File: src/hdl/fpd_pkg.sv
// Shared types and constants for the signed fixed-point divider.
// No dependencies; used by every module of the block.
package fpd_pkg;

    localparam int FPD_WORD_WIDTH    = 32;
    localparam int FPD_FRACTION_BITS = 16;

    // Control that rides alongside each item down the cell chain
    typedef struct packed {
        logic valid;
        logic negate;
        logic div_zero;
        logic high;     // a quotient bit at or above WORD_WIDTH has been set
    } fpd_ctrl_t;

endpackage

File: src/hdl/fpd_prep.sv
// Operand stage: magnitudes, result sign and zero-divisor detection, registered.
// Depends on fpd_pkg.
module fpd_prep #(
    parameter int WORD_WIDTH = fpd_pkg::FPD_WORD_WIDTH
) (
    input  logic                         aclk,
    input  logic                         aresetn,
    input  logic                         en,
    input  logic                         in_valid,
    input  logic signed [WORD_WIDTH-1:0] dividend,
    input  logic signed [WORD_WIDTH-1:0] divisor,
    output fpd_pkg::fpd_ctrl_t           ctrl_out,
    output logic        [WORD_WIDTH-1:0] num_out,
    output logic        [WORD_WIDTH-1:0] den_out
);
    import fpd_pkg::*;

    fpd_ctrl_t             ctrl_reg, ctrl_next;
    logic [WORD_WIDTH-1:0] num_reg, num_next;
    logic [WORD_WIDTH-1:0] den_reg, den_next;

    // most negative value maps to 2^(W-1), which fits unsigned
    always_comb begin
        num_next = dividend[WORD_WIDTH-1] ? (~$unsigned(dividend) + 1'b1)
                                          : $unsigned(dividend);
        den_next = divisor[WORD_WIDTH-1] ? (~$unsigned(divisor) + 1'b1)
                                         : $unsigned(divisor);
        ctrl_next.valid    = in_valid;
        ctrl_next.negate   = dividend[WORD_WIDTH-1] ^ divisor[WORD_WIDTH-1];
        ctrl_next.div_zero = (divisor == '0);
        ctrl_next.high     = 1'b0;
    end

    // only the valid bit is reset; the payload follows it
    always_ff @(posedge aclk) begin
        if (!aresetn) begin
            ctrl_reg.valid <= 1'b0;
        end else if (en) begin
            ctrl_reg.valid <= ctrl_next.valid;
        end
        if (en) begin
            ctrl_reg.negate   <= ctrl_next.negate;
            ctrl_reg.div_zero <= ctrl_next.div_zero;
            ctrl_reg.high     <= ctrl_next.high;
            num_reg           <= num_next;
            den_reg           <= den_next;
        end
    end

    assign ctrl_out = ctrl_reg;
    assign num_out  = num_reg;
    assign den_out  = den_reg;

endmodule

File: config.mk
export PLATFORM = sky130hd
export DESIGN_NAME = fpd_prep
export DESIGN_NICKNAME = d
export VERILOG_FILES = /design/src/hdl/fpd_pkg.sv /design/src/hdl/fpd_prep.sv
export SDC_FILE = /design/constraint.sdc
export NUM_CORES = 1
export LEC_CHECK = 0
export BUFFER_PORTS_ARGS = -buffer_cell sky130_fd_sc_hd__clkbuf_2
export CORE_MARGIN = 2
export CORE_UTILIZATION = 50
export CTS_BUF_LIST = sky130_fd_sc_hd__clkbuf_4 sky130_fd_sc_hd__clkbuf_8
export DETAILED_ROUTE_END_ITERATION = 6
export GPL_ROUTABILITY_DRIVEN = 0
export PLACE_DENSITY_LB_ADDON = 0.12
export RECOVER_POWER = 100
export SYNTH_ARGS = -nofsm -noshare
export SYNTH_HDL_FRONTEND = slang
export SYNTH_SLANG_ARGS = --single-unit
File: constraint.sdc
create_clock -name aclk -period 2.8 [get_ports aclk]
set_input_delay 0.42 -clock aclk [delete_from_list [all_inputs] [get_ports aclk]]
set_output_delay 0.42 -clock aclk [all_outputs]
set_load 0.03 [all_outputs]
==> out/qor.yml <==
outcome: "complete, but fails checks"
violations: "max-capacitance violations, max-slew violations"
ir_worst_vdd_mv: 0.321
critPathRequiredTime_ns: 2.89
fin_crit_ns: 2.30
ys.flop_type: "edfxtp_1"
grt_pass1_wl_mm: 10.8
fin_crit_sh: 0.821
hold_path.class: "input port to flip-flop"
synth_top_cell_by_area: "edfxtp_1"
synth_area_um2: 3430
grt_overflow: 0
grt_setup_unrepaired: "false"
hpwl_mm: 5.27
cts.htree.levels: 3
slew_violations: 68
maxCapViolCount: 1
syn_nets: 339
crit_arrival_ns: 2.39
area_growth_pct: 24.4
io_pins: 136
dr_total_vias: 2633
multi_input_area_um2: 1330
core-area_um2: 6720
end_kind: "flip-flop"
layout_commonest_cell: "clkbuf_1"
yosys_register_bits: 67
ys_warn_count: 0
clk_pin_slew_ns: 0.07
synth_top_area_share: 0.577
nets: 479
avgViaCountPerCell: 5.35
io_buffers: 134
power_mw: 2.65
layout_common_cells: "clkbuf_1 (74), edfxtp_1 (66), clkbuf_2 (60)"
hold_viol: 0
antenna_found_initial: 0
clockBufferDepth: 2
path_buf_inv: 1
cpPeakStageDelay_ns: 0.64
leakage_nw: 1.49
drcViolationCount: 0
crit_chain: "clkbuf_1, or4_1, nor4b_4, nand3_1, o41ai_2, xnor2_1"
synth_area_leaders: "edfxtp_1 (58%), xnor2_1 (15%), o21ai_0 (2.6%)"
startpoint_type: "input port"
clkSinkCount: 67
cp_slowest_cell: "or4_1"
finalInstanceArea_um2: 4270
cts_tree: "done"
firstDrtPassIters: 4
cts_hold_buffers: 0
antenna_cells: 0
final_cells: 492
synth_edf_count: 66
initial_core_util: 0.511
row_count: 30
syn_area_per_cell_um2: 12.9
root_buffer: "clkbuf_8"
n_fill_cell: 582
drt_first_iter_violations: 90
ff_latch_area_um2: 2000
die_y_um: 86.9
synth_cell_types: 35
crit_family: "simple AND/OR/NAND/NOR gates"
worst_pin_slew_ns: 1.67
grt_max_degree: 68
cts_made_buffers: 9
syn_inst: 267
track_usage: 0.188
postRouteWirelength_mm: 7.16
fp.dieW_um: 86.9
fmax_mhz: 435
dp_cells: 476
routedWlPerCell_um: 14.6
ys_seq_area_frac: 0.583
async_flop_share: 0
fin_worst_skew_ns: 0
post-cts-setup-buffers: 0
place_area_um2: 4200
setup-tns-final_ns: 0
drive_gt1_frac: 0.204
cp_max_fo: 7
worst-setup-path-type: "input port to flip-flop"
grt_pass1_vias: 2372
setup_viol: 0
die_area_um2: 7550
cts_resized: 0
reg2reg_from: "ctrl_out[3]$_SDFFE_PN0P_"
relSlewSlack: -0.111
cp-startpoint: "divisor[3]"
p_per_area_nw_per_um2: 621
hold_path.startpoint: "aresetn"
ant_nets: 0
clkLatencyLatePin_ns: 0.34
Yosys cell counts, drive strengths merged (2+ instances only):
master	instances
buf	2
clkbuf	6
edfxtp	66
ha	4
inv	6
nand2	22
nand2b	5
nand3	6
nand4	3
nor2	7
nor3	6
nor4	2
nor4b	3
o21ai	18
o31ai	14
o41ai	13
or2	2
or3	8
or4	9
xnor2	57
xor2	2
registers in the layout, indices dropped and copies added, names as in the netlist:
register	flops
ctrl_out	3
num_out	32
den_out	32
worst paths after layout:
path / slack, ns / end / cells past startpoint
max: 0.50 / den_out[26]$_DFFE_PP_ / 6
min: 0.29 / ctrl_out[3]$_SDFFE_PN0P_ / 2
max reg2reg: 2.19 / ctrl_out[3]$_SDFFE_PN0P_ / 2
min reg2reg: 0.53 / ctrl_out[3]$_SDFFE_PN0P_ / 2
cell families after synthesis:
group | Yosys count | synth area share
and+or+nand+nor | 75 | 0.126
AOI/OAI and AO/OA | 46 | 0.104
xor gates and xnor gates | 59 | 0.150
buffers and inverters | 14 | 0.0175
DFF | 67 | 0.583
muxes | 1 | 0.00291
other | 1 | 0.00109
adders and majority gates | 4 | 0.0146
per-layer routing:
metal,share of wire,GRT usage
met5,0,0
met4,0.018,0.0838
met3,0.076,0.0502
met2,0.52,0.328
met1,0.39,0.214
cell type report:
class                      instances  area share
inverter                           6     0.00527
multi-input combinational        186       0.312
clock inverter                     5      0.0182
clock buffer                      11      0.0325
tap                               80      0.0234
sequential                        67       0.469
timing repair buffer             137       0.140
report_power, final:
part	internal (mW)	switching, mW
Combinational	0.151	0.375
Clock	0.519	0.354
Sequential	1.23	0.0260
worst reg2reg max path, cell delays in order, from the launching register on:
cell     delay (ns)
dfxtp_1        0.33
mux2i_1        0.07
nor2b_1        0.15
per-stage QoR:
| step | util | hold slack, ns | setup WS (ns) |
|---|---|---|---|
| 2_1_floorplan | - | 0.519 | 0.578 |
| 3_3_place_gp | 0.626 | 0.499 | 0.317 |
| 3_5_place_dp | 0.626 | 0.517 | 0.287 |
| 4_1_cts | 0.658 | 0.273 | 0.659 |
| 5_1_grt | 0.636 | 0.293 | 0.270 |
| 6_report | 0.636 | 0.292 | 0.500 |
(Power assumes the default switching activity.)
