==> src/hdl/fpd_pkg.sv <==
// Shared types and constants for the signed fixed-point divider.
// No dependencies; used by every module of the block.
package fpd_pkg;

    localparam int FPD_WORD_WIDTH    = 32;
    localparam int FPD_FRACTION_BITS = 16;

    // Control that rides alongside each item down the cell chain
    typedef struct packed {
        logic valid;
        logic negate;
        logic div_zero;
        logic high;     // a quotient bit at or above WORD_WIDTH has been set
    } fpd_ctrl_t;

endpackage

==> src/hdl/fpd_cell.sv <==
// One restoring-division cell: brings in one numerator bit, resolves one quotient bit.
// Depends on fpd_pkg.
module fpd_cell #(
    parameter int WORD_WIDTH = fpd_pkg::FPD_WORD_WIDTH
) (
    input  logic                  aclk,
    input  logic                  aresetn,
    input  logic                  en,
    input  fpd_pkg::fpd_ctrl_t    ctrl_in,
    input  logic [WORD_WIDTH-1:0] num_in,
    input  logic [WORD_WIDTH-1:0] den_in,
    input  logic [WORD_WIDTH-1:0] rem_in,
    input  logic [WORD_WIDTH-1:0] quo_in,
    output fpd_pkg::fpd_ctrl_t    ctrl_out,
    output logic [WORD_WIDTH-1:0] num_out,
    output logic [WORD_WIDTH-1:0] den_out,
    output logic [WORD_WIDTH-1:0] rem_out,
    output logic [WORD_WIDTH-1:0] quo_out
);
    import fpd_pkg::*;

    fpd_ctrl_t             ctrl_reg, ctrl_next;
    logic [WORD_WIDTH-1:0] num_reg, num_next;
    logic [WORD_WIDTH-1:0] den_reg;
    logic [WORD_WIDTH-1:0] rem_reg, rem_next;
    logic [WORD_WIDTH-1:0] quo_reg, quo_next;
    logic [WORD_WIDTH:0]   trial;
    logic [WORD_WIDTH+1:0] diff;
    logic                  qbit;

    // remainder stays below the divisor (at most 2^(W-1)), so W bits hold it
    always_comb begin
        trial     = {rem_in, num_in[WORD_WIDTH-1]};
        diff      = {1'b0, trial} - {2'b00, den_in};
        qbit      = ~diff[WORD_WIDTH+1];
        rem_next  = qbit ? diff[WORD_WIDTH-1:0] : trial[WORD_WIDTH-1:0];
        quo_next  = {quo_in[WORD_WIDTH-2:0], qbit};
        num_next  = {num_in[WORD_WIDTH-2:0], 1'b0};
        ctrl_next = ctrl_in;
        ctrl_next.high = ctrl_in.high | quo_in[WORD_WIDTH-1];
    end

    // only the valid bit is reset; the payload follows it
    always_ff @(posedge aclk) begin
        if (!aresetn) begin
            ctrl_reg.valid <= 1'b0;
        end else if (en) begin
            ctrl_reg.valid <= ctrl_next.valid;
        end
        if (en) begin
            ctrl_reg.negate   <= ctrl_next.negate;
            ctrl_reg.div_zero <= ctrl_next.div_zero;
            ctrl_reg.high     <= ctrl_next.high;
            num_reg           <= num_next;
            den_reg           <= den_in;
            rem_reg           <= rem_next;
            quo_reg           <= quo_next;
        end
    end

    assign ctrl_out = ctrl_reg;
    assign num_out  = num_reg;
    assign den_out  = den_reg;
    assign rem_out  = rem_reg;
    assign quo_out  = quo_reg;

endmodule

==> config.mk <==
export PLATFORM = sky130hd
export DESIGN_NAME = fpd_cell
export DESIGN_NICKNAME = d
export VERILOG_FILES = /design/src/hdl/fpd_pkg.sv /design/src/hdl/fpd_cell.sv
export SDC_FILE = /design/constraint.sdc
export NUM_CORES = 1
export LEC_CHECK = 0
export BUFFER_PORTS_ARGS = -buffer_cell sky130_fd_sc_hd__buf_2
export CAP_MARGIN = 20
export CORE_MARGIN = 1.5
export CORE_UTILIZATION = 35
export DETAILED_ROUTE_END_ITERATION = 8
export PLACE_DENSITY = 0.73
export SLEW_MARGIN = 25
export SYNTH_ARGS = -nofsm -noshare
export SYNTH_HDL_FRONTEND = slang
export SYNTH_SLANG_ARGS = --single-unit
==> constraint.sdc <==
create_clock -name aclk -period 3.4 [get_ports aclk]
set_clock_uncertainty 0.1 [all_clocks]
set_input_delay 0 -clock aclk [delete_from_list [all_inputs] [get_ports aclk]]
set_output_delay 0 -clock aclk [all_outputs]
set_load 0.02 [all_outputs]
==> out/summary.txt, run 1 <==
YS warnings - 0
Routed Antenna Nets - 0
Hold wc startpoint - num_in[31]
Die Y - 137.8 um
Post-CTS resize count - 0
RSZ-0062 raised after global routing - no
Slew HR - 54.86%
CP max stage cell - dlygate4sd3_1
Mapped Nets - 627
Status - finished, final reports clean
Critical Path Fanout Max - 3
Static leakage - 4.357 nW
Final setup fails - 0
Synth Register Bits - 131
Routed WL - 17860 um
Initial Util - 35.54%
Largest stage delay, worst path - 520 ps
CP required - 3470 ps
Final Hold Fails - 0
Clock tree buffer depth - 2
Gr ovfl total - 0
Crit path capture type - flip-flop
Clk slew on worst S/H paths - 60 ps
Worst min-delay path class - primary input to flip-flop
Post-DP HPWL - 12300 um
Reg2Reg Setup Slack - 2130 ps
Clk sinks - 131
Worst reg2reg path startpoint - ctrl_out[3]
Clk Latency, worst-skew pair - 410 ps
Vias per std cell - 4.711
Routed length per instance - 16.07 um
1st-iter DRT viols - 232
Seq/Total Area, Yosys - 61.67%
Hold-fix buffers, CTS - 133
DRC Markers - 0
First-pass DRT Iterations - 4
CP arrival - 3250 ps
Highest clock rate - 314.0 MHz
Switching part of the total - 28.30%
Util after Layout - 55.23%
Commonest non-fill, non-tap cell in the layout - buf_2
GRT Total Usage - 17.89%
Nets@finish - 1037
Multi-input logic area - 2210 sq um
Distinct cells, synth - 58
Psw - 1.424 mW
Crit path buf inv count - 3
Mapped Cells - 459
Root buffer cell - clkbuf_16
Area share of the largest cell type after synthesis - 61.36%
Clk pwr share - 36.8%
Cell internal pwr - 3.608 mW
Inserted Clock Buffers - 17
Pin count of the biggest net entering global routing - 72
CP Launch Type - primary input
CTS tree - yes
Commonest cells after routing, fill and taps aside - buf_2 (264), dlygate4sd3_1 (133), edfxtp_1 (130)
Post-CTS Setup Inserts - 0
Sequential share of power - 40.0%
Minimum clock period - 3185 ps
Routability cong. - 0.8773
Die W - 137.8 um
Top cells by area, synth - edfxtp_1 (61%), mux2_4 (6.4%), ha_1 (6.3%), a21oi_1 (2.5%), inv_1 (2.4%)
H-Tree Depth - 4
PortBufs - 265
Post-Route Setup TNS - 0 ps
Power per cell area - 508.9 nW/um^2
Post-synth top area cell - edfxtp_1
Share of cells above drive strength 1 - 38.89%
Core box area - 17900 sq um
Async set-reset flop share out of synthesis - 0%
Worst setup path class - primary input to flip-flop
Filler cells - 1466
First-pass GRT wire length - 25330 um
# Max-Cap Violations - 0
P&R area growth vs syn - 55.42%
Tcrit/Tclk final - 93.67%
Combinational Power Share - 23.2%
CP top delay family - compound AO/OA/AOI/OAI gates
Antenna diode count - 0
Row count - 49
Slew Limit Fails - 0
Mean Syn Cell Area - 13.86 sq um
Register area - 3924 sq um
Number of synthesized flops with an enable pin - 130
Vias - 5234
Worst VDD drop - 333.2 uV
Die Area - 19000 sq um
Critical Path, Cell by Cell - dlygate4sd3_1 -> buf_2 -> ha_1 -> inv_1 -> fa_1 -> a211oi_1 -> o211ai_1 -> a31oi_1 -> a21oi_2 -> a41oi_1 -> o21a_1 -> a21oi_1 -> mux2_4
Vias in the first global route - 5049
Initial antenna violation count - 0
Worst Tran Pin Value - 677.1 ps
Crit path from - den_in[0]
Post-Syn Area - 6362 sq um
I/O pin total - 267
Most used DFF post-synth - edfxtp_1
## power by group through the flow
stage	combinational, mW	clock [mW]	sequential (mW)
3_5_place_dp	1.04	0	2.04
3_3_place_gp	1.03	0	2.04
5_1_grt	1.26	1.95	2.03
4_1_cts	1.17	1.90	2.01
6_report	1.17	1.85	2.01
2_1_floorplan	0.457	0	2.26
## layer usage
metal / up-vias / track usage [%] / part of all wire [%]
met2: 190 / 33.72 / 52
met5: - / 0 / 0
li1: 2560 / - / -
met4: 0 / 5.556 / 1.7
met1: 2461 / 19.68 / 40
met3: 23 / 4.305 / 6.3
## Yosys cell counts, types with 6 or more instances
cell type / number
a21oi_1: 32
nor3_1: 8
mux2_4: 27
nand4_1: 6
xor2_1: 8
xnor2_1: 16
o21ai_0: 15
nand2_1: 17
nor2b_1: 6
inv_1: 41
nor2_1: 16
a21o_1: 8
ha_1: 32
edfxtp_1: 130
## tightest hold or removal path, stage by stage
cell     delay (ps)
buf_2           100
inv_1            70
mux2i_1         160
## registers in the layout (all words and copies together) (netlist names)
name,count
quo_out,32
num_out,31
rem_out,32
ctrl_out,4
den_out,32
## worst paths after layout
| path | endpoint | cells after the start |
|---|---|---|
| worst min-delay path | rem_out[0] | 3 |
| worst min register to register | ctrl_out[3] | 3 |
| worst max register to register | ctrl_out[3] | 3 |
| worst max-delay path | rem_out[28] | 13 |
## per-stage QoR
stage / setup WS [ps] / instances / area, sq um / hold slack [ps] / total power [mW]
final: 215.4 / 1111 / 9888 / 30.90 / 5.032
after global routing: 13.02 / 1111 / 9888 / 14.61 / 5.234
after CTS: 226.8 / 1111 / 9888 / 21.06 / 5.081
after detailed placement: 270.5 / 946 / 7961 / 78.08 / 3.084
after global placement: 254.4 / 946 / 7961 / 76.05 / 3.066
after floorplan: 827.7 / 459 / 6362 / -1.131 / 2.715
## kinds of logic after synthesis
logic type / Yosys count / share of synthesized area [%]
DFF: 131 / 61.67
AOI/OAI and AO/OA: 100 / 10.21
other: 1 / 0.05894
and+or+nand+nor: 85 / 7.198
adders and majority gates: 33 / 6.608
buffers and inverters: 52 / 3.599
xor gates and xnor gates: 24 / 3.304
muxes: 33 / 7.355
## layout make-up
type                            instances  share of cell area, %
Clock buffer                           18                  4.340
Sequential cell                       131                  39.68
Tap cell                              229                  2.898
Inverter                               41                  1.556
Timing Repair Buffer                  402                  27.50
Clock inverter                         14                  1.683
Multi-Input combinational cell        276                  22.35
No activity file was read; power rests on OpenSTA's default activity.
==> inputs of run 2 (changes only) <==
- clock period: 3.4 -> 3.51 ns (I/O delays scaled with it)
==> out/summary.txt, run 2 (same netlist as run 1, synthesis figures left out) <==
Crit path buf inv count - 3 (unchanged)
Routed length per instance - 16.45 um (was 16.07 um)
Pin count of the biggest net entering global routing - 106 (was 72)
CP top delay family - compound AO/OA/AOI/OAI gates (unchanged)
Die Area - 19000 sq um (unchanged)
CP required - 3560 ps (was 3470 ps)
1st-iter DRT viols - 257 (was 232)
Inserted Clock Buffers - 17 (unchanged)
Util after Layout - 55.19% (was 55.23%)
Post-Route Setup TNS - 0 ps (unchanged)
Post-CTS resize count - 0 (unchanged)
H-Tree Depth - 4 (unchanged)
Final Hold Fails - 0 (unchanged)
Initial antenna violation count - 0 (unchanged)
Clock tree buffer depth - 2 (unchanged)
Slew Limit Fails - 0 (unchanged)
First-pass DRT Iterations - 4 (unchanged)
Final setup fails - 0 (unchanged)
Status - finished, final reports clean (unchanged)
GRT Total Usage - 18.73% (was 17.89%)
Die Y - 137.8 um (unchanged)
Routed WL - 18260 um (was 17860 um)
Power per cell area - 496.4 nW/um^2 (was 508.9 nW/um^2)
Vias - 5239 (was 5234)
Minimum clock period - 3227 ps
Root buffer cell - clkbuf_16 (unchanged)
Dpl cell area - 7949 sq um (was 7961 sq um)
CTS tree - yes (unchanged)
RSZ-0062 raised after global routing - no (unchanged)
Commonest non-fill, non-tap cell in the layout - buf_2 (unchanged)
Commonest cells after routing, fill and taps aside - buf_2 (264), dlygate4sd3_1 (132), edfxtp_1 (130) (was buf_2 (264), dlygate4sd3_1 (133), edfxtp_1 (130))
Nets@finish - 1036 (was 1037)
Worst setup margin - 283.1 ps (was 215.4 ps)
Core box area - 17900 sq um (unchanged)
Row count - 49 (unchanged)
Clk Latency, worst-skew pair - 400 ps (was 410 ps)
CP max stage cell - dlygate4sd3_1 (unchanged)
# Max-Cap Violations - 0 (unchanged)
Antenna diode count - 0 (unchanged)
Dpl ws - 323.4 ps (was 270.5 ps)
Clk sinks - 131 (unchanged)
Final Instance Area - 9881 sq um (was 9888 sq um)
DRC Markers - 0 (unchanged)
Crit path capture type - flip-flop (unchanged)
Critical Path Fanout Max - 3 (unchanged)
Routed Antenna Nets - 0 (unchanged)
Vias per std cell - 4.720 (was 4.711)
Vias in the first global route - 5330 (was 5049)
Post-CTS Setup Inserts - 0 (unchanged)
Critical Path, Cell by Cell - dlygate4sd3_1 -> buf_2 -> ha_1 -> inv_1 -> fa_1 -> a211oi_1 -> o211ai_1 -> a31oi_1 -> a21oi_2 -> a41oi_1 -> o21a_1 -> a21oi_1 -> mux2_4 (unchanged)
Largest stage delay, worst path - 520 ps (about the same)
I/O pin total - 267 (unchanged)
Routability cong. - 0.8787 (was 0.8773)
First-pass GRT wire length - 26690 um (was 25330 um)
Highest clock rate - 309.9 MHz
CP Launch Type - primary input (unchanged)
Share of cells above drive strength 1 - 38.82% (was 38.89%)
PortBufs - 265 (unchanged)
P&R area growth vs syn - 55.30% (was 55.42%)
CP arrival - 3280 ps (was 3250 ps)
Clk slew on worst S/H paths - 60 ps (about the same)
Tcrit/Tclk final - 91.94%
Static leakage - 4.361 nW (was 4.357 nW)
Gr ovfl total - 0 (unchanged)
Post-DP HPWL - 12330 um (was 12300 um)
Initial Util - 35.54% (unchanged)
Slew HR - 33.37% (was 54.86%)
Worst setup path class - primary input to flip-flop (unchanged)
Worst Tran Pin Value - 999.5 ps (was 677.1 ps)
Worst min-delay path class - primary input to flip-flop (unchanged)
Worst VDD drop - 299.4 uV (was 333.2 uV)
Die W - 137.8 um (unchanged)
==> run 2: changes by cell type in the layout (fill, tap and decap cells not counted), sizes merged <==
cell | previous run | this run
clkinvlp | 3 | 1
dlygate4sd3 | 133 | 132
clkinv | 2 | 8
bufinv | 2 | 3
inv | 48 | 43
==> run 2: power by group <==
group,internal [mW],switching (mW),leakage [nW]
clock,1.13,0.691,0.296
sequential,1.91,0.0394,1.28
combinational,0.514,0.620,2.78
total,3.55,1.35,4.36
==> run 2: worst paths after layout <==
path                             startpoint          end  slack (ps)  cells past startpoint
worst min-delay path             num_in[31]   rem_out[0]          40                      3
worst max-delay path              den_in[0]  rem_out[28]         280                     13
worst min register to register  ctrl_out[3]  ctrl_out[3]        1010                      3
worst max register to register  ctrl_out[3]  ctrl_out[3]        2200                      3
==> run 2: cell type report <==
class                      instances  area, sq um
clock buffer                      18        429.2
timing repair buffer             401         2696
tap                              229        286.5
multi-input combinational        276         2210
inverter                          41        153.9
fill                            1451         8021
sequential                       131         3924
clock inverter                    14        181.4
==> run 2: repair_timing <==
item | CTS | global route
setup endpoints to repair | 0 | 0
hold endpoints to repair | 129 | 0
hold buffers | 132 | 0
==> run 2: routing by layer <==
metal	GRT usage [%]	share of wire, %
met4	6.771	2.2
met3	4.010	5.2
met1	20.72	40
met2	35.08	52
met5	0	0
==> run 2: through the flow <==
stage	total power, mW	hold slack (ps)	cells
final	4.904	44.99	1110
after floorplan	2.630	-1.131	459
after global routing	5.105	20.10	1110
after detailed placement	2.988	78.08	946
after global placement	2.969	76.05	946
after CTS	4.946	23.43	1110
==> run 2: tightest hold or removal path: cells and delay by family <==
family | cells | cell delay (ps)
mux | 1 | 160
buf+inv | 2 | 160
