## src/hdl/fpd_pkg.sv

```systemverilog
// Shared types and constants for the signed fixed-point divider.
// No dependencies; used by every module of the block.
package fpd_pkg;

    localparam int FPD_WORD_WIDTH    = 32;
    localparam int FPD_FRACTION_BITS = 16;

    // Control that rides alongside each item down the cell chain
    typedef struct packed {
        logic valid;
        logic negate;
        logic div_zero;
        logic high;     // a quotient bit at or above WORD_WIDTH has been set
    } fpd_ctrl_t;

endpackage

```

## src/hdl/fpd_outbuf.sv

```systemverilog
// Output register with a skid entry, so the chain keeps moving while a result waits.
// Depends on fpd_pkg for its default DATA_WIDTH only.
module fpd_outbuf #(
    parameter int DATA_WIDTH = fpd_pkg::FPD_WORD_WIDTH + 2
) (
    input  logic                  aclk,
    input  logic                  aresetn,
    input  logic                  in_valid,
    output logic                  in_ready,
    input  logic [DATA_WIDTH-1:0] in_data,
    output logic                  m_valid,
    input  logic                  m_ready,
    output logic [DATA_WIDTH-1:0] m_data
);
    logic                  out_valid_reg;
    logic                  skid_valid_reg;
    logic [DATA_WIDTH-1:0] out_data_reg;
    logic [DATA_WIDTH-1:0] skid_data_reg;
    logic                  in_xfer;

    assign in_ready = ~skid_valid_reg;
    assign in_xfer  = in_valid & in_ready;

    always_ff @(posedge aclk) begin
        if (!aresetn) begin
            out_valid_reg  <= 1'b0;
            skid_valid_reg <= 1'b0;
        end else if (skid_valid_reg) begin
            if (m_ready) begin
                skid_valid_reg <= 1'b0;
            end
        end else if (in_xfer) begin
            if (out_valid_reg && !m_ready) begin
                skid_valid_reg <= 1'b1;
            end else begin
                out_valid_reg <= 1'b1;
            end
        end else if (m_ready) begin
            out_valid_reg <= 1'b0;
        end
    end

    always_ff @(posedge aclk) begin
        if (skid_valid_reg) begin
            if (m_ready) begin
                out_data_reg <= skid_data_reg;
            end
        end else if (in_xfer) begin
            if (out_valid_reg && !m_ready) begin
                skid_data_reg <= in_data;
            end else begin
                out_data_reg <= in_data;
            end
        end
    end

    assign m_valid = out_valid_reg;
    assign m_data  = out_data_reg;

endmodule

```

## config.mk

```make
export PLATFORM = sky130hd
export DESIGN_NAME = fpd_outbuf
export DESIGN_NICKNAME = d
export VERILOG_FILES = /design/src/hdl/fpd_pkg.sv /design/src/hdl/fpd_outbuf.sv
export SDC_FILE = /design/constraint.sdc
export NUM_CORES = 1
export LEC_CHECK = 0
export BUFFER_PORTS_ARGS = -buffer_cell sky130_fd_sc_hd__buf_2
export CAP_MARGIN = 10
export CORE_UTILIZATION = 51
export CTS_CLUSTER_SIZE = 30
export DETAILED_ROUTE_END_ITERATION = 12
export PLACE_DENSITY = 0.89
export SLEW_MARGIN = 20
export SYNTH_ARGS = -nofsm -noshare
export SYNTH_HDL_FRONTEND = slang
export SYNTH_SLANG_ARGS = --single-unit
```

## constraint.sdc

```tcl
create_clock -name aclk -period 4.15 [get_ports aclk]
set_clock_uncertainty 0.1 [all_clocks]
set_input_delay 0.6225 -clock aclk [delete_from_list [all_inputs] [get_ports aclk]]
set_output_delay 0.6225 -clock aclk [all_outputs]
set_load 0.05 [all_outputs]
```

==> results.md, run 1 <==
- The flow ran to the end, and the final reports show no timing, DRC or antenna violations.
- The number of library cell types mapped by synthesis is 14.
- The number of clock sinks is 70.
- The synthesized cell area is 2570 µm².
- The largest net degree at the start of global routing is 41.
- The total leakage power is roughly 1.2 nW.
- The number of setup violations in the final report is 0.
- The headroom to the max-slew limit is between 40% and 50%.
- The number of antenna violations at the first check in global routing came to 0.
- From synthesis to final layout, the design area changed by 24.2%.
- Along the worst path, the maximum fanout reaches 40.
- Derived from the worst setup path, the maximum achievable clock frequency is around 420 MHz.
- Using the TritonRoute via totals, the vias-per-cell ratio works out to 4.82.
- The number of global-route vias before repair is approximately 1300.
- The average cell area after synthesis is ~22 µm².
- The vertical die dimension is around 73 µm.
- The first detailed-routing pass took 4 iterations.
- After filler insertion, the fill cell instance count of the layout stands at 340.
- Among all flip-flop cells after synthesis, the most frequent one is sky130_fd_sc_hd__edfxtp_1.
- The H-tree depth is 3.
- The final max-slew violation count came to 0.
- The total overflow left after global routing is 0.
- The synthesized design contains 70 register bits.
- Counting flops with an async set or reset pin after synthesis yields a share of 0%.
- By count the netlist is led by sky130_fd_sc_hd__edfxtp_1, sky130_fd_sc_hd__mux2_2, sky130_fd_sc_hd__buf_6.
- Once detail routing completed, the nets flagged for antenna violations numbered 0.
- The count of buffers added on input and output ports is 73.
- Routability-driven placement finished with a final weighted congestion of around 0.66.
- The number of gates resized after cts is 0.
- The pre-CTS setup slack is 2.09 ns.
- Clock latency on the worst-skew pair, taken at its later pin, is between 0.3 and 0.4 ns.
- The final HPWL from detailed placement is ~2.7 mm.
- The number of DRC markers in iteration 0 is ~110.
- In this run the deepest clock path goes through 2 buffers.
- The number of vias in the routed layout is 1322.
- Of the available clock period, the critical path in the final layout requires 57.4%.
- Clock-pin slew was measured on the worst setup and hold paths at roughly 0.070 ns.
- The count of warnings emitted by yosys is 0.
- The floorplan step defined a die boundary enclosing 5320 µm².
- The number of flops mapped to enable cells by yosys is between 60 and 70.
- Power spread over the standard cell area amounts to 480 nW/µm².
- The proportion of layout cells with a drive suffix above 1 is between 60% and 70%.
- The floorplan has 25 rows.
- The final hold slack is around 0.38 ns.
- The region available for standard cell placement spans about 4800 µm².
- For the pin with the worst max-slew slack, the measured transition is slightly below 0.9 ns.
- The buffer type at the clock tree root is sky130_fd_sc_hd__clkbuf_8.
- The number of placed I/O pins is 74.
- The min-delay analysis places its worst path in the category primary input to flop.
- Setup repair after global routing left no endpoint under its margin.
- The final period demand of the worst path is around 2.4 ns.
- Buffers inserted to repair hold after CTS numbered 0.
- Summed over all layers, the routed wires come to 4.24 mm.
- TritonCTS built the clock tree.
- The number of buffers created by CTS is 9.
- Counting every net in the synthesized netlist gives ~160.
- STA classifies the critical path endpoint as a primary output.
- The startpoint type of the worst setup path is a flop.
- The sequential cell area fraction in the yosys report is between 80% and 90%.
- The DRC violation count after routing is 0.
- The path type of the worst setup path is flop to primary output.
- The total inserted antenna cells is 0.
- The final layout net count is between 200 and 250.
- Ranked by total cell area, the synthesized netlist is headed by sky130_fd_sc_hd__edfxtp_1, sky130_fd_sc_hd__mux2_2, sky130_fd_sc_hd__buf_6.
- The die is roughly 73 µm wide.
- The data arrival time of the worst path is between 1.5 and 2 ns.
- After routing, the total negative slack on setup checks comes to 0 ns.
- After clock tree synthesis, the setup repair step added 0 buffers.
- The most common cell in the synthesized netlist is sky130_fd_sc_hd__edfxtp_1.
- At the worst endpoint, the required time is 3.43 ns.
- The number of hold violations in the final report is 0.
- In the final routed layout, each cell accounts on average for around 15 µm.
- Across all setup checks in the final design, the least slack found is between 1.5 and 2 ns.
- Max-cap violations in this run came to 0.
- The first global-routing pass estimated about 6.3 mm of wire.
- The top cell type's share of synthesized area is about four fifths.
- Global routing consumed, over all layers together, between 10% and 20% of the routing resources.
- The worst reg-to-reg setup slack is 2.09 ns.
- The maximum vdd drop is roughly 0.29 mV.
- The initial utilization of the core area, before any placement, comes to 53.7%.
- The largest area contributor in the synthesized netlist is sky130_fd_sc_hd__edfxtp_1.
- After technology mapping, the gate count stands at between 100 and 150.
## layer usage
metal | share of wire (%) | vias up | global-route usage, %
met2 | 48 | 51 | 26.2
met1 | 44 | 627 | 22.4
li1 | - | 637 | -
met3 | 5.9 | 7 | 6.91
met4 | 1.8 | 0 | 9.80
met5 | 0 | - | 0
## worst paths after layout
kind | from | to | cells past startpoint
setup / recovery | skid_valid_reg | in_ready | 2
hold reg to reg | m_valid | m_valid | 2
hold / removal | in_data[32] | skid_data_reg[32] | 1
setup reg to reg | skid_valid_reg | m_data[29] | 2
## final cells by class
| class | instances | area, µm² | area share [%] |
|---|---|---|---|
| repair buffers | 76 | 388 | 12.2 |
| clock inverters | 7 | 65.1 | 2.04 |
| flip-flops and latches | 70 | 2080 | 65.3 |
| clock buffers | 9 | 124 | 3.88 |
| multi-input cells | 44 | 443 | 13.9 |
| inverters | 1 | 3.75 | 0.118 |
| well taps | 67 | 83.8 | 2.63 |
## critical path: stages, from the launching register on
cell	delay, ns
sky130_fd_sc_hd__dfxtp_2	0.92
sky130_fd_sc_hd__inv_1	0.15
sky130_fd_sc_hd__buf_2	0.26
## stage by stage
step | power, mW | cells | util, % | cell area, µm²
floorplan | 0.978 | 119 | - | 2570
global placement | 1.03 | 258 | 62.7 | 3000
detailed placement | 1.03 | 258 | 62.7 | 3000
CTS | 1.54 | 274 | 66.7 | 3190
global route | 1.58 | 274 | 66.7 | 3190
finish | 1.53 | 274 | 66.7 | 3190
## cells by family after synthesis
group / share of synthesized area (%)
flops: 81.1
buf+inv: 1.90
simple gates: 1.41
compound gates: 0.730
mux: 14.9
## placed cells by master (no fill, tap or decap), types with 2 or more instances in the layout
cell type and n:
sky130_fd_sc_hd__buf_2 73, sky130_fd_sc_hd__edfxtp_1 68, sky130_fd_sc_hd__mux2_2 34, sky130_fd_sc_hd__clkbuf_8 9
sky130_fd_sc_hd__clkinvlp_4 3, sky130_fd_sc_hd__buf_4 3, sky130_fd_sc_hd__nand2_1 2, sky130_fd_sc_hd__clkinv_1 2
## report_power, final
part / internal, mW / switching (mW) / total [mW]
clock network: 0.272 / 0.243 / 0.514
logic: 0.0515 / 0.133 / 0.185
registers: 0.819 / 0.0130 / 0.832
total: 1.14 / 0.389 / 1.53
Note: power is estimated with default switching activity, not from simulation.
==> run 2: changes to the inputs <==
==> constraint.sdc (replaced) <==
create_clock -name aclk -period 2.2 [get_ports aclk]
set_clock_uncertainty 0.1 [all_clocks]
set_input_delay 0.33 -clock aclk [delete_from_list [all_inputs] [get_ports aclk]]
set_output_delay 0.33 -clock aclk [all_outputs]
set_load 0.05 [all_outputs]
==> results.md, run 2 (synthesis results as in run 1) <==
- The flow ran to the end, and the final reports show no timing, DRC or antenna violations.
- The library cell used most frequently in the layout, excluding fill and tap cells, is sky130_fd_sc_hd__buf_2.
- Input and output buffers added on the ports amount to 73.
- IR analysis of the VDD net gives a maximum drop of around 0.50 mV.
- The number of antenna violations at the first check in global routing is 0.
- The initial standard-cell utilization of the core is between 50% and 60%.
- After clock tree synthesis, the setup repair step added 0 buffers.
- The clock latency reported for the late side of the worst-skew pair is about 0.33 ns.
- The proportion of layout cells with a drive suffix above 1 is around three fifths.
- The fill cell instance count of the final layout is roughly 340.
- The floorplan has 25 rows.
- The H-tree was split into 3 levels.
- Clock-pin slew was measured on the worst setup and hold paths at about 0.07 ns.
- Counting tap cells, the placed design contains a total of approximately 260 instances.
- The worst-case clock buffer depth is 2.
- The global-route usage over all layers is between 10% and 20%.
- In the final routed layout, each cell accounts on average for approximately 16 µm.
- Dividing the detail-routed via count by the number of cells gives between 5 and 6.
- The number of hold violations in the final report is 0.
- The number of global-route vias before repair is approximately 1300.
- At the worst endpoint, the required time is 2.18 ns.
- Dividing total power by cell area gives a power density of between 800 and 900 nW/µm².
- The global-route wire length before repair is 6.49 mm.
- The area of the die is roughly 5300 µm².
- The region available for standard cell placement spans about 4800 µm².
- The data arrival time of the worst path is about 1.7 ns.
- The total inserted antenna cells is 0.
- The transition time at the pin with the least slew margin is 0.450 ns.
- Max-cap violations in this run came to 0.
- The number of nets with antenna violations after detailed routing is 0.
- The final max-slew violation count came to 0.
- Relative to the synthesized area, the layout overhead comes to 23.4%.
- For this design the top-level I/O count stands at between 70 and 80.
- In this run the vertical extent of the chip is roughly 73 µm.
- The path type of the worst setup path is flop to flop.
- After detailed routing, the number of remaining DRC violations is 0.
- The maximum clock rate is 597 MHz.
- The detailed router finished its first iteration with 70 violations.
- Wires add up to roughly 4.3 mm.
- The final period demand of the worst path is 1.67 ns.
- The headroom to the max-slew limit is about 70%.
- The master of the slowest instance on the critical path is sky130_fd_sc_hd__dfxtp_2.
- The hold-fix buffer count after cts is 0.
- The final layout net count is 240.
- The HPWL after detailed placement is about 2.9 mm.
- The number of gates resized after cts is 0.
- Clock tree synthesis found a total of 70 sinks.
- The first detailed-routing pass ran for 4 iterations.
- The startpoint type of the worst setup path is a flop.
- TritonCTS created 9 clock buffers.
- The buffer type at the clock tree root is sky130_fd_sc_hd__clkbuf_8.
- Once layout is complete, the cells apart from fillers number about 270.
- Entering global routing, the biggest net connects 35 pins.
- For the final routed database, the setup TNS stands at 0 ns.
- The signal on the critical path passes through buf_4, mux2_2.
- The analysis attributes to cell leakage a power of between 1 and 1.5 nW.
- Summed over all layers, the global routing overflow is 0.
- Setup repair after global routing left no endpoint under its margin.
- The congestion estimate from routability-driven global placement came to around 0.69.
- The number of setup violations in the final report is 0.
- In the layout the commonest cells are sky130_fd_sc_hd__buf_2, sky130_fd_sc_hd__edfxtp_1, sky130_fd_sc_hd__mux2_2, sky130_fd_sc_hd__clkbuf_8, sky130_fd_sc_hd__clkbuf_1.
- The clock tree from TritonCTS is yes.
- The die is 73.0 µm wide.
- Across all layers, the routed design uses 1373 vias.
- The highest fanout seen on the critical path is 24.
- STA classifies the critical path endpoint as a flop.
- The share of the clock period used by the worst path after layout is roughly three quarters.
- In this run the worst hold path is classified as primary input to flop.
- The delay of the slowest cell on the worst path is 0.55 ns.
==> run 2: cell types whose count changed in the layout (fill, tap and decap cells not counted) <==
cell and change:
sky130_fd_sc_hd__clkbuf_1 +3, sky130_fd_sc_hd__buf_4 -1, sky130_fd_sc_hd__buf_12 +1, sky130_fd_sc_hd__clkinvlp_4 -3, sky130_fd_sc_hd__nor3_2 -1, sky130_fd_sc_hd__nor3_4 +1
sky130_fd_sc_hd__bufinv_16 -1, sky130_fd_sc_hd__dfxtp_1 -1, sky130_fd_sc_hd__dfxtp_2 +1
==> run 2: worst paths after layout <==
path                  startpoint           endpoint  slack, ns  depth (start not counted)
setup / recovery  skid_valid_reg         m_data[13]       0.53                          2
hold / removal       in_data[18]  skid_data_reg[18]       0.08                          1
setup reg to reg  skid_valid_reg         m_data[13]       0.53                          2
hold reg to reg          m_valid            m_valid       0.37                          2
==> run 2: critical path, delay by kind of cell, from the launching register on <==
family   cells  cell delay [ns]
flops        1             0.55
mux          1             0.39
buf+inv      1             0.37
==> run 2: report_power, final <==
| group | switching [mW] | total (mW) | internal (mW) | leakage [nW] |
|---|---|---|---|---|
| combinational | 0.258 | 0.359 | 0.101 | 0.447 |
| sequential | 0.0202 | 1.57 | 1.55 | 0.656 |
| clock | 0.419 | 0.814 | 0.394 | 0.0753 |
==> run 2: per-layer routing <==
layer  part of all wire [%]  vias up  GRT usage, %  wire length [µm]
met4                    2.7        0          11.8               118
met5                      0        -             0                 0
met2                     50       71          28.6              2140
met1                     41      654          21.4              1770
li1                       -      637             -                 -
met3                    6.8       11          6.63               292
==> run 2: layout make-up <==
| type | instances | area, µm² | share of cell area [%] |
|---|---|---|---|
| sequential | 70 | 2080 | 65.8 |
| multi-input combinational | 44 | 449 | 14.2 |
| timing repair buffer | 76 | 400 | 12.6 |
| clock buffer | 12 | 135 | 4.26 |
| tap | 67 | 83.8 | 2.65 |
| clock inverter | 3 | 12.5 | 0.395 |
| inverter | 1 | 3.75 | 0.118 |
==> run 2: through the flow <==
step / power [mW] / utilization (%) / instance area [µm²] / hold slack (ns) / setup WS, ns
floorplan: 1.85 / - / 2580 / 0.329 / 0.145
global placement: 1.95 / 63.1 / 3020 / 0.354 / 0.538
detailed placement: 1.96 / 63.1 / 3020 / 0.362 / 0.510
CTS: 2.76 / 66.2 / 3170 / 0.0719 / 0.504
global route: 2.84 / 66.2 / 3170 / 0.0669 / 0.422
finish: 2.74 / 66.2 / 3170 / 0.0846 / 0.526
==> run 3: changes to the inputs <==
--- a/config.mk
+++ b/config.mk
@@ -7,10 +7,10 @@
 export LEC_CHECK = 0
 export BUFFER_PORTS_ARGS = -buffer_cell sky130_fd_sc_hd__buf_2
 export CAP_MARGIN = 10
-export CORE_UTILIZATION = 51
+export CORE_UTILIZATION = 46
 export CTS_CLUSTER_SIZE = 30
 export DETAILED_ROUTE_END_ITERATION = 12
-export PLACE_DENSITY = 0.89
+export PLACE_DENSITY = 0.85
 export SLEW_MARGIN = 20
 export SYNTH_ARGS = -nofsm -noshare
 export SYNTH_HDL_FRONTEND = slang
==> constraint.sdc (replaced) <==
create_clock -name aclk -period 1.34 [get_ports aclk]
set_clock_uncertainty 0.1 [all_clocks]
set_input_delay 0.201 -clock aclk [delete_from_list [all_inputs] [get_ports aclk]]
set_output_delay 0.201 -clock aclk [all_outputs]
set_load 0.05 [all_outputs]
==> results.md, run 3 (synthesis results as in run 1) <==
- The run finished, with violations left.
- The final reports fail on setup timing.
- The final HPWL from detailed placement is between 2 and 3 mm.
- CTS saw 70 sinks.
- The tree is rooted in a sky130_fd_sc_hd__clkbuf_8.
- The area growth from synthesis to layout is 51.9%.
- The path with the worst hold slack has its endpoint at skid_valid_reg.
- CTS built an H-tree with a depth of 3.
- STA classifies the critical path endpoint as a flop.
- The type of the worst min-delay path is primary input to flop.
- Derived from the worst setup path, the maximum achievable clock frequency is between 700 and 800 MHz.
- The vertical die dimension is 76.7 µm.
- Setup violations remaining at the end of the flow were counted as 35.
- The number of hold violations in the final report is 0.
- The largest net degree at the start of global routing is 35.
- The final layout contains approximately 290 nets.
- Detailed routing inserted a total of between 1500 and 2000 vias.
- In this run the most critical hold path is launched from aresetn.
- For the worst setup path, the data required time is ~1.3 ns.
- The clock slew at the register clock pins of the worst setup and hold paths is ~0.070 ns.
- The region available for standard cell placement spans about 5200 µm².
- Among cell families on the critical path, the largest total delay comes from buffers and inverters.
- Summed over all layers, the routed wires come to slightly above 5 mm.
- The global-route wire length before repair is approximately 7.5 mm.
- The data arrival time of the worst path is 1.36 ns.
- The routed length per instance is 15.8 µm.
- The post-place instance area is about 3100 µm².
- The worst path setup slack after routing is -0.0716 ns.
- The highest fanout seen on the critical path is 9.
- The global-route usage over all layers is 17.6%.
- 0 antenna diodes ended up in the layout.
- The sum of negative setup slack is -2.01 ns.
- The number of global-route vias before repair is ~1600.
- The largest single stage delay on the critical path is roughly 0.37 ns.
- The total of max-cap violations is 0.
- The number of antenna violations at the first check in global routing is 0.
- After the first detailed-routing iteration, the DRC count stood at approximately 90.
- Summing internal, switching and leakage power gives 5.49 mW.
- In this run the critical register-to-register path is launched from skid_valid_reg.
- The critical path buffer and inverter count is 3.
- The maximum vdd drop is 1.03 mV.
- Hold is met by roughly 0.04 ns.
- The terminus of the critical flop-to-flop path is skid_data_reg[18].
- The count of non-filler cells in the finished layout is approximately 320.
- Routability-driven placement finished with a final weighted congestion of 0.754.
- The post-route netlist has a little under three fifths of its cells at a drive strength greater than 1.
- For this run the aggregate overflow at the end of global routing stands at 0.
- The most common cell after layout, fill and taps aside is sky130_fd_sc_hd__buf_2.
- TritonCTS built the clock tree.
- Walking the worst path, the cells encountered are buf_12, nor3_4, buf_6, buf_8.
- The row count is 26.
- The clock reaches the later pin of the worst-skew pair after between 0.3 and 0.4 ns.
- Setup repair after global routing could not meet its margin everywhere.
- The final period demand of the worst path is between 1 and 1.5 ns.
- The finished cells cover slightly below 4000 µm².
- In this run the count of I/O pins placed on the die edge is 74.
- The final design utilization is roughly 75%.
- The number of vias per cell after detailed routing is roughly 4.8.
- Leaving out fill and tap cells, the most frequent cells in the layout are sky130_fd_sc_hd__buf_2, sky130_fd_sc_hd__edfxtp_1, sky130_fd_sc_hd__dlygate4sd3_1, sky130_fd_sc_hd__mux2_2, sky130_fd_sc_hd__mux2_4.
- The worst setup path is of the flop to flop kind.
- Along the worst hold path, the cell count comes to 3.
- The detail route stage leaves a number of antenna-violating nets equal to 0.
- The setup check on the worst reg-to-reg path leaves a slack of -0.07 ns.
- The DRC violation count after routing is 0.
- The die is ~77 µm wide.
- Timing analysis after detailed placement gives a worst setup slack of -0.0574 ns.
- In this run the deepest clock path goes through 2 buffers.
- After layout, the worst path uses 105% of the clock period.
- TritonCTS created 9 clock buffers.
- The startpoint type of the worst setup path is a flop.
- In this run the power density over the cells is roughly 1400 nW/µm².
- The placed cell count is about 270.
- The area of the die is 5890 µm².
- The initial standard-cell utilization of the core is a little under 50%.
- The final max-slew violation count is 0.
- The number of detailed-routing iterations run before antenna repair is 4.
- Counting cells, the worst reg-to-reg path comes to 4.
- The transition time at the pin with the least slew margin is around 0.27 ns.
- Summed over all cells, the static leakage comes to between 1.5 and 2 nW.
- The number of buffers inserted by port buffering is 73.
- The headroom to the max-slew limit is between 80% and 90%.
- The master of the slowest instance on the critical path is sky130_fd_sc_hd__dfxtp_4.
run 3: power breakdown:
| group | leakage (nW) | internal (mW) | switching [mW] |
|---|---|---|---|
| combinational | 0.726 | 0.287 | 0.461 |
| sequential | 0.657 | 2.53 | 0.0319 |
| clock | 0.130 | 1.42 | 0.752 |
| total | 1.51 | 4.25 | 1.24 |
run 3: layer usage:
layer / track usage [%] / vias up / wire length [µm]
met3: 5.00 / 9 / 276
met2: 29.0 / 55 / 2600
li1: - / 732 / -
met5: 0 / - / 0
met4: 9.23 / 0 / 68
met1: 21.1 / 775 / 2180
run 3: how the worst max path moves through the flow:
stage,cells past startpoint,startpoint,slack (ns),endpoint
3_3_place_gp,2,m_valid,-0.05,m_data[18]
5_1_grt,4,skid_valid_reg,-0.10,skid_data_reg[14]
3_5_place_dp,2,skid_valid_reg,-0.06,m_data[21]
4_1_cts,4,m_valid,-0.06,skid_data_reg[16]
6_report,4,skid_valid_reg,-0.07,skid_data_reg[18]
2_1_floorplan,2,m_valid,-0.56,skid_data_reg[0]
run 3: final cells by class:
type,instances,area (µm²)
Clock inverter,6,134
Timing Repair Buffer,122,937
Tap cell,70,87.6
Multi-Input combinational cell,45,523
Clock buffer,10,128
Inverter,1,3.75
Sequential cell,70,2090
Fill cell,318,1340
run 3: what timing repair did:
| item | 4_1_cts | 5_1_grt |
|---|---|---|
| hold buffers | 34 | 0 |
| endpoints found under the setup margin | 87 | 84 |
| endpoints found under the hold margin | 34 | 0 |
| setup buffers | 1 | 4 |
| gates resized for setup | 10 | 14 |
| pin swaps | 1 | 1 |
| gates cloned | 0 | 3 |
run 3: worst reg2reg max path, delay by kind of cell (launching register included):
kind,cells,cell delay (ns)
flops,1,0.37
simple gates,1,0.22
buf+inv,3,0.43
